### src/sv/lru_block_cache_tags_defines.svh
// Assertion helpers shared by the cache tag blocks.
// Every check is clocked on clk_i and switched off while rst_ni is low.
`ifndef LRU_BLOCK_CACHE_TAGS_DEFINES_SVH
`define LRU_BLOCK_CACHE_TAGS_DEFINES_SVH

`define LBCT_ASSERT(lbl, prop, msg) \
  lbl: assert property (@(posedge clk_i) disable iff (!rst_ni) (prop)) else $error(msg);

`define LBCT_ASSERT_NEVER(lbl, cond, msg) \
  `LBCT_ASSERT(lbl, !(cond), msg)

`endif

### src/sv/lbct_pkg.sv
package lbct_pkg;

  localparam int unsigned ENTRIES       = 16;
  localparam int unsigned DISK_BLK_BITS = 23;
  localparam int unsigned SLOT_W        = $clog2(ENTRIES);
  localparam int unsigned QUEUE_DEPTH   = 2;
  localparam int unsigned PTR_W         = (QUEUE_DEPTH > 1) ? $clog2(QUEUE_DEPTH) : 1;
  localparam int unsigned CNT_W         = $clog2(QUEUE_DEPTH + 1);

  localparam logic [1:0] CMD_READ  = 2'd0;
  localparam logic [1:0] CMD_WRITE = 2'd1;
  localparam logic [1:0] CMD_FLUSH = 2'd2;

  typedef logic [SLOT_W-1:0]        slot_t;
  typedef logic [DISK_BLK_BITS-1:0] disk_blk_t;

  localparam slot_t RANK_MAX = slot_t'(ENTRIES - 1);

  typedef enum logic [1:0] {
    OP_READ,
    OP_WRITE,
    OP_FLUSH
  } op_e;

  typedef enum logic [1:0] {
    B_IDLE,
    B_LOOKUP,
    B_UPDATE,
    B_FLUSH
  } back_state_e;

  typedef struct packed {
    logic [1:0] cmd;
    disk_blk_t  disk_blk;
  } req_t;

  typedef struct packed {
    slot_t     slot;
    logic      hit;
    logic      writeback_valid;
    disk_blk_t writeback_block;
    slot_t     writeback_slot;
    logic      last;
  } rsp_t;

  typedef struct packed {
    op_e       op;
    disk_blk_t disk_blk;
  } job_t;

endpackage

### src/sv/lbct_front.sv
`include "lru_block_cache_tags_defines.svh"

module lbct_front (
  input  logic              clk_i,
  input  logic              rst_ni,
  input  logic              start,
  output logic              busy,
  input  lbct_pkg::req_t    req_i,
  input  logic              pop_i,
  output logic              head_valid_o,
  output lbct_pkg::job_t    head_o
);

  lbct_pkg::job_t                   mem_q [lbct_pkg::QUEUE_DEPTH];
  logic [lbct_pkg::PTR_W-1:0]       wr_ptr_q, wr_ptr_d;
  logic [lbct_pkg::PTR_W-1:0]       rd_ptr_q, rd_ptr_d;
  logic [lbct_pkg::CNT_W-1:0]       count_q, count_d;
  logic                             keep;
  logic                             push;
  lbct_pkg::job_t                   job;

  // Decode the command; the unused code is taken and then dropped.
  always_comb begin
    keep         = 1'b1;
    job.op       = lbct_pkg::OP_READ;
    job.disk_blk = req_i.disk_blk;
    case (req_i.cmd)
      lbct_pkg::CMD_READ:  job.op = lbct_pkg::OP_READ;
      lbct_pkg::CMD_WRITE: job.op = lbct_pkg::OP_WRITE;
      lbct_pkg::CMD_FLUSH: job.op = lbct_pkg::OP_FLUSH;
      default:             keep   = 1'b0;
    endcase
  end

  assign busy         = (count_q == lbct_pkg::CNT_W'(lbct_pkg::QUEUE_DEPTH));
  assign push         = start && !busy && keep;
  assign head_valid_o = (count_q != '0);
  assign head_o       = mem_q[rd_ptr_q];

  always_comb begin
    wr_ptr_d = wr_ptr_q;
    rd_ptr_d = rd_ptr_q;
    count_d  = count_q;
    if (push) begin
      wr_ptr_d = (wr_ptr_q == lbct_pkg::PTR_W'(lbct_pkg::QUEUE_DEPTH - 1)) ? '0 :
                 wr_ptr_q + lbct_pkg::PTR_W'(1);
    end
    if (pop_i) begin
      rd_ptr_d = (rd_ptr_q == lbct_pkg::PTR_W'(lbct_pkg::QUEUE_DEPTH - 1)) ? '0 :
                 rd_ptr_q + lbct_pkg::PTR_W'(1);
    end
    case ({push, pop_i})
      2'b10:   count_d = count_q + lbct_pkg::CNT_W'(1);
      2'b01:   count_d = count_q - lbct_pkg::CNT_W'(1);
      default: count_d = count_q;
    endcase
  end

  always_ff @(posedge clk_i or negedge rst_ni) begin
    if (!rst_ni) begin
      wr_ptr_q <= '0;
      rd_ptr_q <= '0;
      count_q  <= '0;
    end else begin
      wr_ptr_q <= wr_ptr_d;
      rd_ptr_q <= rd_ptr_d;
      count_q  <= count_d;
    end
  end

  always_ff @(posedge clk_i) begin
    if (push) begin
      mem_q[wr_ptr_q] <= job;
    end
  end

  // The back end may only take an entry that is there.
  `LBCT_ASSERT_NEVER(a_pop_empty, pop_i && (count_q == '0), "pop from empty queue")

endmodule

### src/sv/lbct_back.sv
`include "lru_block_cache_tags_defines.svh"

module lbct_back (
  input  logic              clk_i,
  input  logic              rst_ni,
  input  logic              head_valid_i,
  input  lbct_pkg::job_t    head_i,
  output logic              pop_o,
  output logic              rsp_valid_o,
  output lbct_pkg::rsp_t    rsp_o
);

  lbct_pkg::back_state_e         state_q, state_d, state_next_job;
  lbct_pkg::job_t                job_q;
  logic [lbct_pkg::ENTRIES-1:0]  slot_valid_q;
  logic [lbct_pkg::ENTRIES-1:0]  slot_dirty_q;
  lbct_pkg::slot_t               recency_rank_q [lbct_pkg::ENTRIES];
  lbct_pkg::disk_blk_t           slot_tag_q [lbct_pkg::ENTRIES];

  lbct_pkg::slot_t               sel_q;
  lbct_pkg::slot_t               limit_q;
  logic                          hit_q;
  logic                          evict_q;

  logic [lbct_pkg::ENTRIES-1:0]  hit_vec, free_vec, old_vec, flush_mask;
  lbct_pkg::slot_t               hit_idx, free_idx, old_idx, flush_idx, sel_d, rd_idx;
  lbct_pkg::disk_blk_t           rd_tag;
  logic                          flush_last;
  logic                          lookup_en, update_en, flush_clear, emit_d;
  logic                          is_write, wb_needed;
  lbct_pkg::rsp_t                rsp_d, rsp_q;
  logic                          rsp_valid_q;

  function automatic lbct_pkg::slot_t lowest_set(input logic [lbct_pkg::ENTRIES-1:0] v);
    lbct_pkg::slot_t idx;
    idx = '0;
    for (int i = lbct_pkg::ENTRIES - 1; i >= 0; i--) begin
      if (v[i]) begin
        idx = lbct_pkg::slot_t'(i);
      end
    end
    return idx;
  endfunction

  // Tag compare, free search and victim search over all slots in parallel.
  always_comb begin
    for (int i = 0; i < lbct_pkg::ENTRIES; i++) begin
      hit_vec[i]  = slot_valid_q[i] && (slot_tag_q[i] == job_q.disk_blk);
      free_vec[i] = !slot_valid_q[i];
      // Valid ranks are distinct, so in a full cache exactly one slot is the oldest.
      old_vec[i]  = (recency_rank_q[i] == lbct_pkg::RANK_MAX);
    end
    hit_idx  = lowest_set(hit_vec);
    free_idx = lowest_set(free_vec);
    old_idx  = lowest_set(old_vec);
    if (|hit_vec) begin
      sel_d = hit_idx;
    end else if (|free_vec) begin
      sel_d = free_idx;
    end else begin
      sel_d = old_idx;
    end
  end

  assign flush_mask = slot_valid_q & slot_dirty_q;
  assign flush_idx  = lowest_set(flush_mask);
  assign flush_last = ((flush_mask & (flush_mask - lbct_pkg::ENTRIES'(1))) == '0);
  assign rd_idx     = (state_q == lbct_pkg::B_FLUSH) ? flush_idx : sel_q;
  assign rd_tag     = slot_tag_q[rd_idx];
  assign is_write   = (job_q.op == lbct_pkg::OP_WRITE);
  assign wb_needed  = evict_q && slot_dirty_q[sel_q];

  assign state_next_job = (head_i.op == lbct_pkg::OP_FLUSH) ? lbct_pkg::B_FLUSH :
                          lbct_pkg::B_LOOKUP;

  always_comb begin
    state_d     = state_q;
    pop_o       = 1'b0;
    lookup_en   = 1'b0;
    update_en   = 1'b0;
    flush_clear = 1'b0;
    emit_d      = 1'b0;
    rsp_d       = '0;
    case (state_q)
      lbct_pkg::B_IDLE: begin
        if (head_valid_i) begin
          pop_o   = 1'b1;
          state_d = state_next_job;
        end
      end
      lbct_pkg::B_LOOKUP: begin
        lookup_en = 1'b1;
        state_d   = lbct_pkg::B_UPDATE;
      end
      lbct_pkg::B_UPDATE: begin
        update_en             = 1'b1;
        emit_d                = 1'b1;
        rsp_d.slot            = sel_q;
        rsp_d.hit             = hit_q;
        rsp_d.writeback_valid = wb_needed;
        rsp_d.writeback_block = wb_needed ? rd_tag : '0;
        rsp_d.writeback_slot  = wb_needed ? sel_q : '0;
        rsp_d.last            = 1'b1;
        if (head_valid_i) begin
          pop_o   = 1'b1;
          state_d = state_next_job;
        end else begin
          state_d = lbct_pkg::B_IDLE;
        end
      end
      lbct_pkg::B_FLUSH: begin
        emit_d = 1'b1;
        // An empty mask can only be seen on the first cycle of a flush.
        if (flush_mask != '0) begin
          flush_clear           = 1'b1;
          rsp_d.writeback_valid = 1'b1;
          rsp_d.writeback_block = rd_tag;
          rsp_d.writeback_slot  = flush_idx;
        end
        rsp_d.last = flush_last;
        if (flush_last) begin
          if (head_valid_i) begin
            pop_o   = 1'b1;
            state_d = state_next_job;
          end else begin
            state_d = lbct_pkg::B_IDLE;
          end
        end
      end
      default: begin
        state_d = lbct_pkg::B_IDLE;
      end
    endcase
  end

  always_ff @(posedge clk_i or negedge rst_ni) begin
    if (!rst_ni) begin
      state_q     <= lbct_pkg::B_IDLE;
      rsp_valid_q <= 1'b0;
    end else begin
      state_q     <= state_d;
      rsp_valid_q <= emit_d;
    end
  end

  always_ff @(posedge clk_i) begin
    if (pop_o) begin
      job_q <= head_i;
    end
    if (emit_d) begin
      rsp_q <= rsp_d;
    end
    if (lookup_en) begin
      sel_q   <= sel_d;
      hit_q   <= |hit_vec;
      evict_q <= !(|hit_vec) && !(|free_vec);
      // On a miss into a free slot every valid slot ages.
      limit_q <= (!(|hit_vec) && (|free_vec)) ? lbct_pkg::RANK_MAX : recency_rank_q[sel_d];
    end
    if (update_en && !hit_q) begin
      slot_tag_q[sel_q] <= job_q.disk_blk;
    end
  end

  always_ff @(posedge clk_i or negedge rst_ni) begin
    if (!rst_ni) begin
      slot_valid_q <= '0;
      slot_dirty_q <= '0;
      for (int i = 0; i < lbct_pkg::ENTRIES; i++) begin
        recency_rank_q[i] <= '0;
      end
    end else if (update_en) begin
      slot_valid_q[sel_q] <= 1'b1;
      slot_dirty_q[sel_q] <= (hit_q && slot_dirty_q[sel_q]) || is_write;
      for (int i = 0; i < lbct_pkg::ENTRIES; i++) begin
        if (lbct_pkg::slot_t'(i) == sel_q) begin
          recency_rank_q[i] <= '0;
        end else if (slot_valid_q[i] && (recency_rank_q[i] < limit_q)) begin
          recency_rank_q[i] <= recency_rank_q[i] + lbct_pkg::slot_t'(1);
        end
      end
    end else if (flush_clear) begin
      slot_dirty_q[flush_idx] <= 1'b0;
    end
  end

  assign rsp_valid_o = rsp_valid_q;
  assign rsp_o       = rsp_q;

  `LBCT_ASSERT(a_update_mru, (state_q == lbct_pkg::B_UPDATE) |=> (slot_valid_q[$past(sel_q)] && (recency_rank_q[$past(sel_q)] == '0)), "updated slot is not valid and most recent")
  `LBCT_ASSERT(a_flush_clean, (state_q == lbct_pkg::B_FLUSH) && rsp_d.writeback_valid |=> !slot_dirty_q[$past(rsp_d.writeback_slot)], "flushed slot still dirty")
  `LBCT_ASSERT_NEVER(a_dirty_valid, (slot_dirty_q & ~slot_valid_q) != '0, "dirty bit on an invalid slot")

endmodule

### src/sv/lru_block_cache_tags.sv
// A read or write access passes the queue, then the back end's lookup and update states.
// Its result is registered; the next queued access is taken in the update state.
// A flush gives one result per cycle: one per dirty slot, or one if no slot is dirty.
// A two-entry command queue lets new commands in while the back end works; busy means it is full.
// Reset empties the queue and leaves every slot invalid, clean and of rank zero.
module lru_block_cache_tags (
  input  logic              clk_i,
  input  logic              rst_ni,
  input  logic              start,
  output logic              busy,
  input  lbct_pkg::req_t    req_i,
  output logic              rsp_valid_o,
  output lbct_pkg::rsp_t    rsp_o
);

  logic              head_valid;
  logic              pop;
  lbct_pkg::job_t    head;

  lbct_front u_front (
    .clk_i        (clk_i),
    .rst_ni       (rst_ni),
    .start        (start),
    .busy         (busy),
    .req_i        (req_i),
    .pop_i        (pop),
    .head_valid_o (head_valid),
    .head_o       (head)
  );

  lbct_back u_back (
    .clk_i        (clk_i),
    .rst_ni       (rst_ni),
    .head_valid_i (head_valid),
    .head_i       (head),
    .pop_o        (pop),
    .rsp_valid_o  (rsp_valid_o),
    .rsp_o        (rsp_o)
  );

endmodule
### config.mk
export PLATFORM = sky130hd
export DESIGN_NAME = lru_block_cache_tags
export DESIGN_NICKNAME = d
export VERILOG_FILES = /design/src/sv/lbct_pkg.sv /design/src/sv/lbct_front.sv /design/src/sv/lbct_back.sv /design/src/sv/lru_block_cache_tags.sv
export VERILOG_INCLUDE_DIRS = /design/src /design/src/sv
export SDC_FILE = /design/constraint.sdc
export NUM_CORES = 2
export LEC_CHECK = 0
export ABC_AREA = 1
export ABC_CLOCK_PERIOD_IN_PS = 6800
export BUFFER_PORTS_ARGS = -buffer_cell sky130_fd_sc_hd__buf_2
export CAP_MARGIN = 20
export CORE_AREA = 2 2 242 244
export CTS_CLUSTER_DIAMETER = 120
export DETAILED_ROUTE_END_ITERATION = 10
export DIE_AREA = 0 0 244 246
export PLACE_DENSITY_LB_ADDON = 0.12
export SETUP_SLACK_MARGIN = 0.05
export SYNTH_ARGS = -nofsm -noshare
export SYNTH_HDL_FRONTEND = slang
export SYNTH_SLANG_ARGS = --single-unit
### constraint.sdc
create_clock -name clk_i -period 6.8 [get_ports clk_i]
set_input_delay 0.34 -clock clk_i [delete_from_list [all_inputs] [get_ports clk_i]]
set_output_delay 0.34 -clock clk_i [all_outputs]
set_load 0.05 [all_outputs]
==> impl_metrics.json <==
{
  "pwr-share-seq": 0.298,
  "path_delay_family": "compound AO/OA/AOI/OAI gates",
  "tightest_slew_ps": 1110,
  "cp-end-kind": "flip-flop",
  "first_pass_iters": 10,
  "core_sq_um": 57400,
  "num_rows": 88,
  "first_iter_violations": 4635,
  "fillCellCount": 4896,
  "syn_area_per_cell_sq_um": 9.25,
  "cts_made_buffers": 67,
  "timing.rr.start": "u_back.slot_valid_q[2]$_DFFE_PN0P_",
  "die_w_microns": 244,
  "worstHoldStart": "req_i[24]",
  "synth_cell_types": 53,
  "grt_max_degree": 80,
  "peakVddDrop_uv": 665,
  "cap_violations": 0,
  "synth_area_leaders": "edfxtp_1 47%, nand2_1 8.7%, dfrtp_1 8.2%",
  "relSlewSlack": 0.262,
  "crit_fanout": 65,
  "syn_nets": 3472,
  "dp_slack_ps": 1950,
  "dp.cells": 4123,
  "synth_top_area_frac": 0.468,
  "cts_tree": "built",
  "grt_usage": 0.425,
  "finalSetupViolations": 0,
  "ff2ff_path_depth": 16,
  "routabilityCongestion": 1.03,
  "outcome": "complete, no violations",
  "r2r_end": "u_back.rsp_o[22]$_SDFFCE_PN0P_",
  "fp.dieH_microns": 246,
  "wirelength_microns": 128000,
  "hold_viol_final": 0,
  "synthCells": 3379,
  "fin_crit_ps": 5080,
  "rrSetupSlack_ps": 1720,
  "fmaxAchievable_mhz": 197,
  "cp.required_ps": 7170,
  "switching_share": 0.511,
  "synth-seq-cells": 590,
  "grt_pass1_vias": 26700,
  "ys.flop_type": "edfxtp_1",
  "clk_pin_slew_worst_paths_ps": 60,
  "crit_type": "reg2reg",
  "yosysMostFrequentCell": "nand2_1",
  "power.density_nw_per_um2": 552,
  "floorplan.initialDensity": 0.545,
  "synth_enable_flop_cells": 487,
  "wl_per_cell_microns": 30.0,
  "combPwrFrac": 0.504,
  "worstSkewPairLatency_ps": 650,
  "leakagePower_nw": 14.2,
  "final-instance-count-excl-fill": 4277,
  "areaGrowthSynthToFinish_pct": 12.3,
  "async_reset_ff_frac": 0.175,
  "clockRootBuffer": "clkbuf_16",
  "hpwlAfterDp_microns": 87500,
  "antenna_found_initial": 4,
  "htreeDepth": 3,
  "grt_setup_unrepaired": "no",
  "hold_path.class": "in2reg",
  "arrival_ps": 5450,
  "vias": 28300,
  "cp_slowest_cell": "buf_4",
  "timing.final.ws_setup_ps": 1720,
  "dieArea_sq_um": 60000,
  "synth_area_leader_cell": "edfxtp_1",
  "drc": 0,
  "holdPathEnd": "u_front.mem_q[0][23]$_DFFE_PP_",
  "worstPathCellList": "nand2_1 > nand2_1 > nor2_1 > inv_1 > nor2_1 > inv_1 > nor2_2 > a21oi_2 > nand2_1 > nand2_4 > buf_4 > o21ai_0 > a21oi_1 > o21ai_0 > a31oi_1 > nor2_1",
  "ioPinCount": 64,
  "synthesis.area_sq_um": 31300,
  "clock_sinks": 590,
  "yosysWarnings": 0,
  "slew_viol_final": 0,
  "fin_crit_sh": 0.747,
  "critPathBufInv": 3,
  "grt_first_pass_wirelength_microns": 184000,
  "startpoint_type": "flip-flop",
  "ant_nets": 0,
  "min_delay_path_depth": 2,
  "p_switching_mw": 9.90,
  "p_int_mw": 9.47,
  "fin_setup_tns_ps": 0,
  "via_per_inst": 6.63,
  "drive_gt1_frac": 0.0909,
  "seq_area_frac_synth": 0.550,
  "finClkSkew_ps": 27.3,
  "synth_common_cells": "723 x nand2_1, 487 x edfxtp_1, 316 x inv_1, 283 x nor2_1, 262 x nand3_1",
  "overflow": 0,
  "nNetsFinal": 3549,
  "p_clk_frac": 0.197,
  "crit_path_max_incr_delay_ps": 680,
  "ctsLongestPathBuffers": 3,
  "io_buffer_count": 63
}
==> flip-flops by register name, summed over array words and instances, names as in the netlist <==
signal,flops
u_back.rsp_valid_o,1
u_back.state_q,2
u_back.evict_q,1
u_front.count_q,2
u_front.rd_ptr_q,1
u_back.slot_valid_q,16
u_front.mem_q,50
u_back.hit_q,1
u_back.rsp_o,34
u_back.job_q,25
u_back.slot_dirty_q,16
u_back.limit_q,4
u_back.sel_q,4
u_back.slot_tag_q,368
u_back.recency_rank_q,64
u_front.wr_ptr_q,1
==> worst max-delay path by stage <==
stage	from	to	slack (ps)	cells after the start
after global routing	u_back.slot_valid_q[2]$_DFFE_PN0P_	u_back.rsp_o[16]$_SDFFCE_PN0P_	1570	17
after CTS	u_back.slot_valid_q[2]$_DFFE_PN0P_	u_back.rsp_o[25]$_SDFFCE_PN0P_	1940	17
after detailed placement	u_back.slot_valid_q[2]$_DFFE_PN0P_	u_back.rsp_o[25]$_SDFFCE_PN0P_	1950	17
after floorplan	u_back.slot_valid_q[3]$_DFFE_PN0P_	u_front.count_q[1]$_DFFE_PN0P_	2800	21
after global placement	u_back.slot_valid_q[2]$_DFFE_PN0P_	u_back.rsp_o[22]$_SDFFCE_PN0P_	1940	16
final	u_back.slot_valid_q[2]$_DFFE_PN0P_	u_back.rsp_o[22]$_SDFFCE_PN0P_	1720	16
==> per-layer routing <==
metal,wire length [microns],vias to the layer above,global-route usage,part of all wire
met5,41,-,0,0.00032
met4,8550,6,0.245,0.067
met3,17300,474,0.113,0.13
met2,53600,2252,0.610,0.42
met1,48800,13600,0.582,0.38
li1,-,12000,-,-
==> what timing repair did <==
item,in CTS,in global routing
setup buffers,0,0
endpoints found under the hold margin,109,0
gates resized for setup,0,0
setup endpoints to repair,0,0
hold buffers,25,0
==> cell usage in the layout (no fill, tap or decap), types with 12 or more instances in the layout <==
| cell | n |
|---|---|
| o22ai_1 | 137 |
| a22o_1 | 20 |
| xnor2_1 | 69 |
| a21boi_0 | 14 |
| inv_1 | 315 |
| clkinv_2 | 13 |
| a211oi_1 | 12 |
| inv_2 | 26 |
| o221ai_1 | 12 |
| o21a_1 | 13 |
| edfxtp_1 | 487 |
| nor2_1 | 265 |
| nand2_1 | 722 |
| nor3_1 | 28 |
| nand3_1 | 262 |
| xor2_1 | 18 |
| nor2_2 | 23 |
| dfrtp_1 | 102 |
| o211ai_1 | 81 |
| nand4_1 | 36 |
| o21ai_0 | 222 |
| clkbuf_16 | 67 |
| a31oi_1 | 20 |
| buf_4 | 69 |
| ha_1 | 65 |
| dlygate4sd3_1 | 25 |
| buf_2 | 62 |
| a21oi_1 | 159 |
| nor4_1 | 22 |
| o21ai_1 | 17 |
==> through the flow <==
stage / cell area (sq um) / utilization / hold WS [ps] / total power, mW
final: 35100 / 0.612 / 36.2 / 19.4
after global routing: 35100 / 0.611 / 26.2 / 19.9
after CTS: 35000 / 0.610 / 1.68 / 18.8
after detailed placement: 32400 / 0.565 / 489 / 15.0
after global placement: 32300 / 0.564 / 479 / 15.0
after floorplan: 31300 / - / 44.4 / 11.1
==> cells by family after synthesis <==
group	synth area share
and+or+nand+nor	0.185
DFF	0.550
AOI/OAI and AO/OA	0.148
adders and majority gates	0.0260
buffers and inverters	0.0667
xor gates and xnor gates	0.0244
==> layout make-up <==
cell class                      instances  area, sq um  share of cell area
Sequential cell                       590        17200               0.490
Multi-Input combinational cell       2290        12000               0.343
Clock buffer                           83         1790              0.0509
Inverter                              342         1280              0.0366
Timing Repair Buffer                  165         1270              0.0362
Tap cell                              765          957              0.0273
Clock inverter                         39          532              0.0152
Antenna cell                            3         7.51            0.000214
==> power groups by stage <==
stage | combinational, mW | sequential [mW] | clock, mW
6_report | 9.77 | 5.78 | 3.83
5_1_grt | 10.1 | 5.80 | 3.97
4_1_cts | 9.23 | 5.73 | 3.83
3_5_place_dp | 9.18 | 5.80 | 0
3_3_place_gp | 9.17 | 5.79 | 0
2_1_floorplan | 5.17 | 5.91 | 0
(Power assumes the default switching activity.)
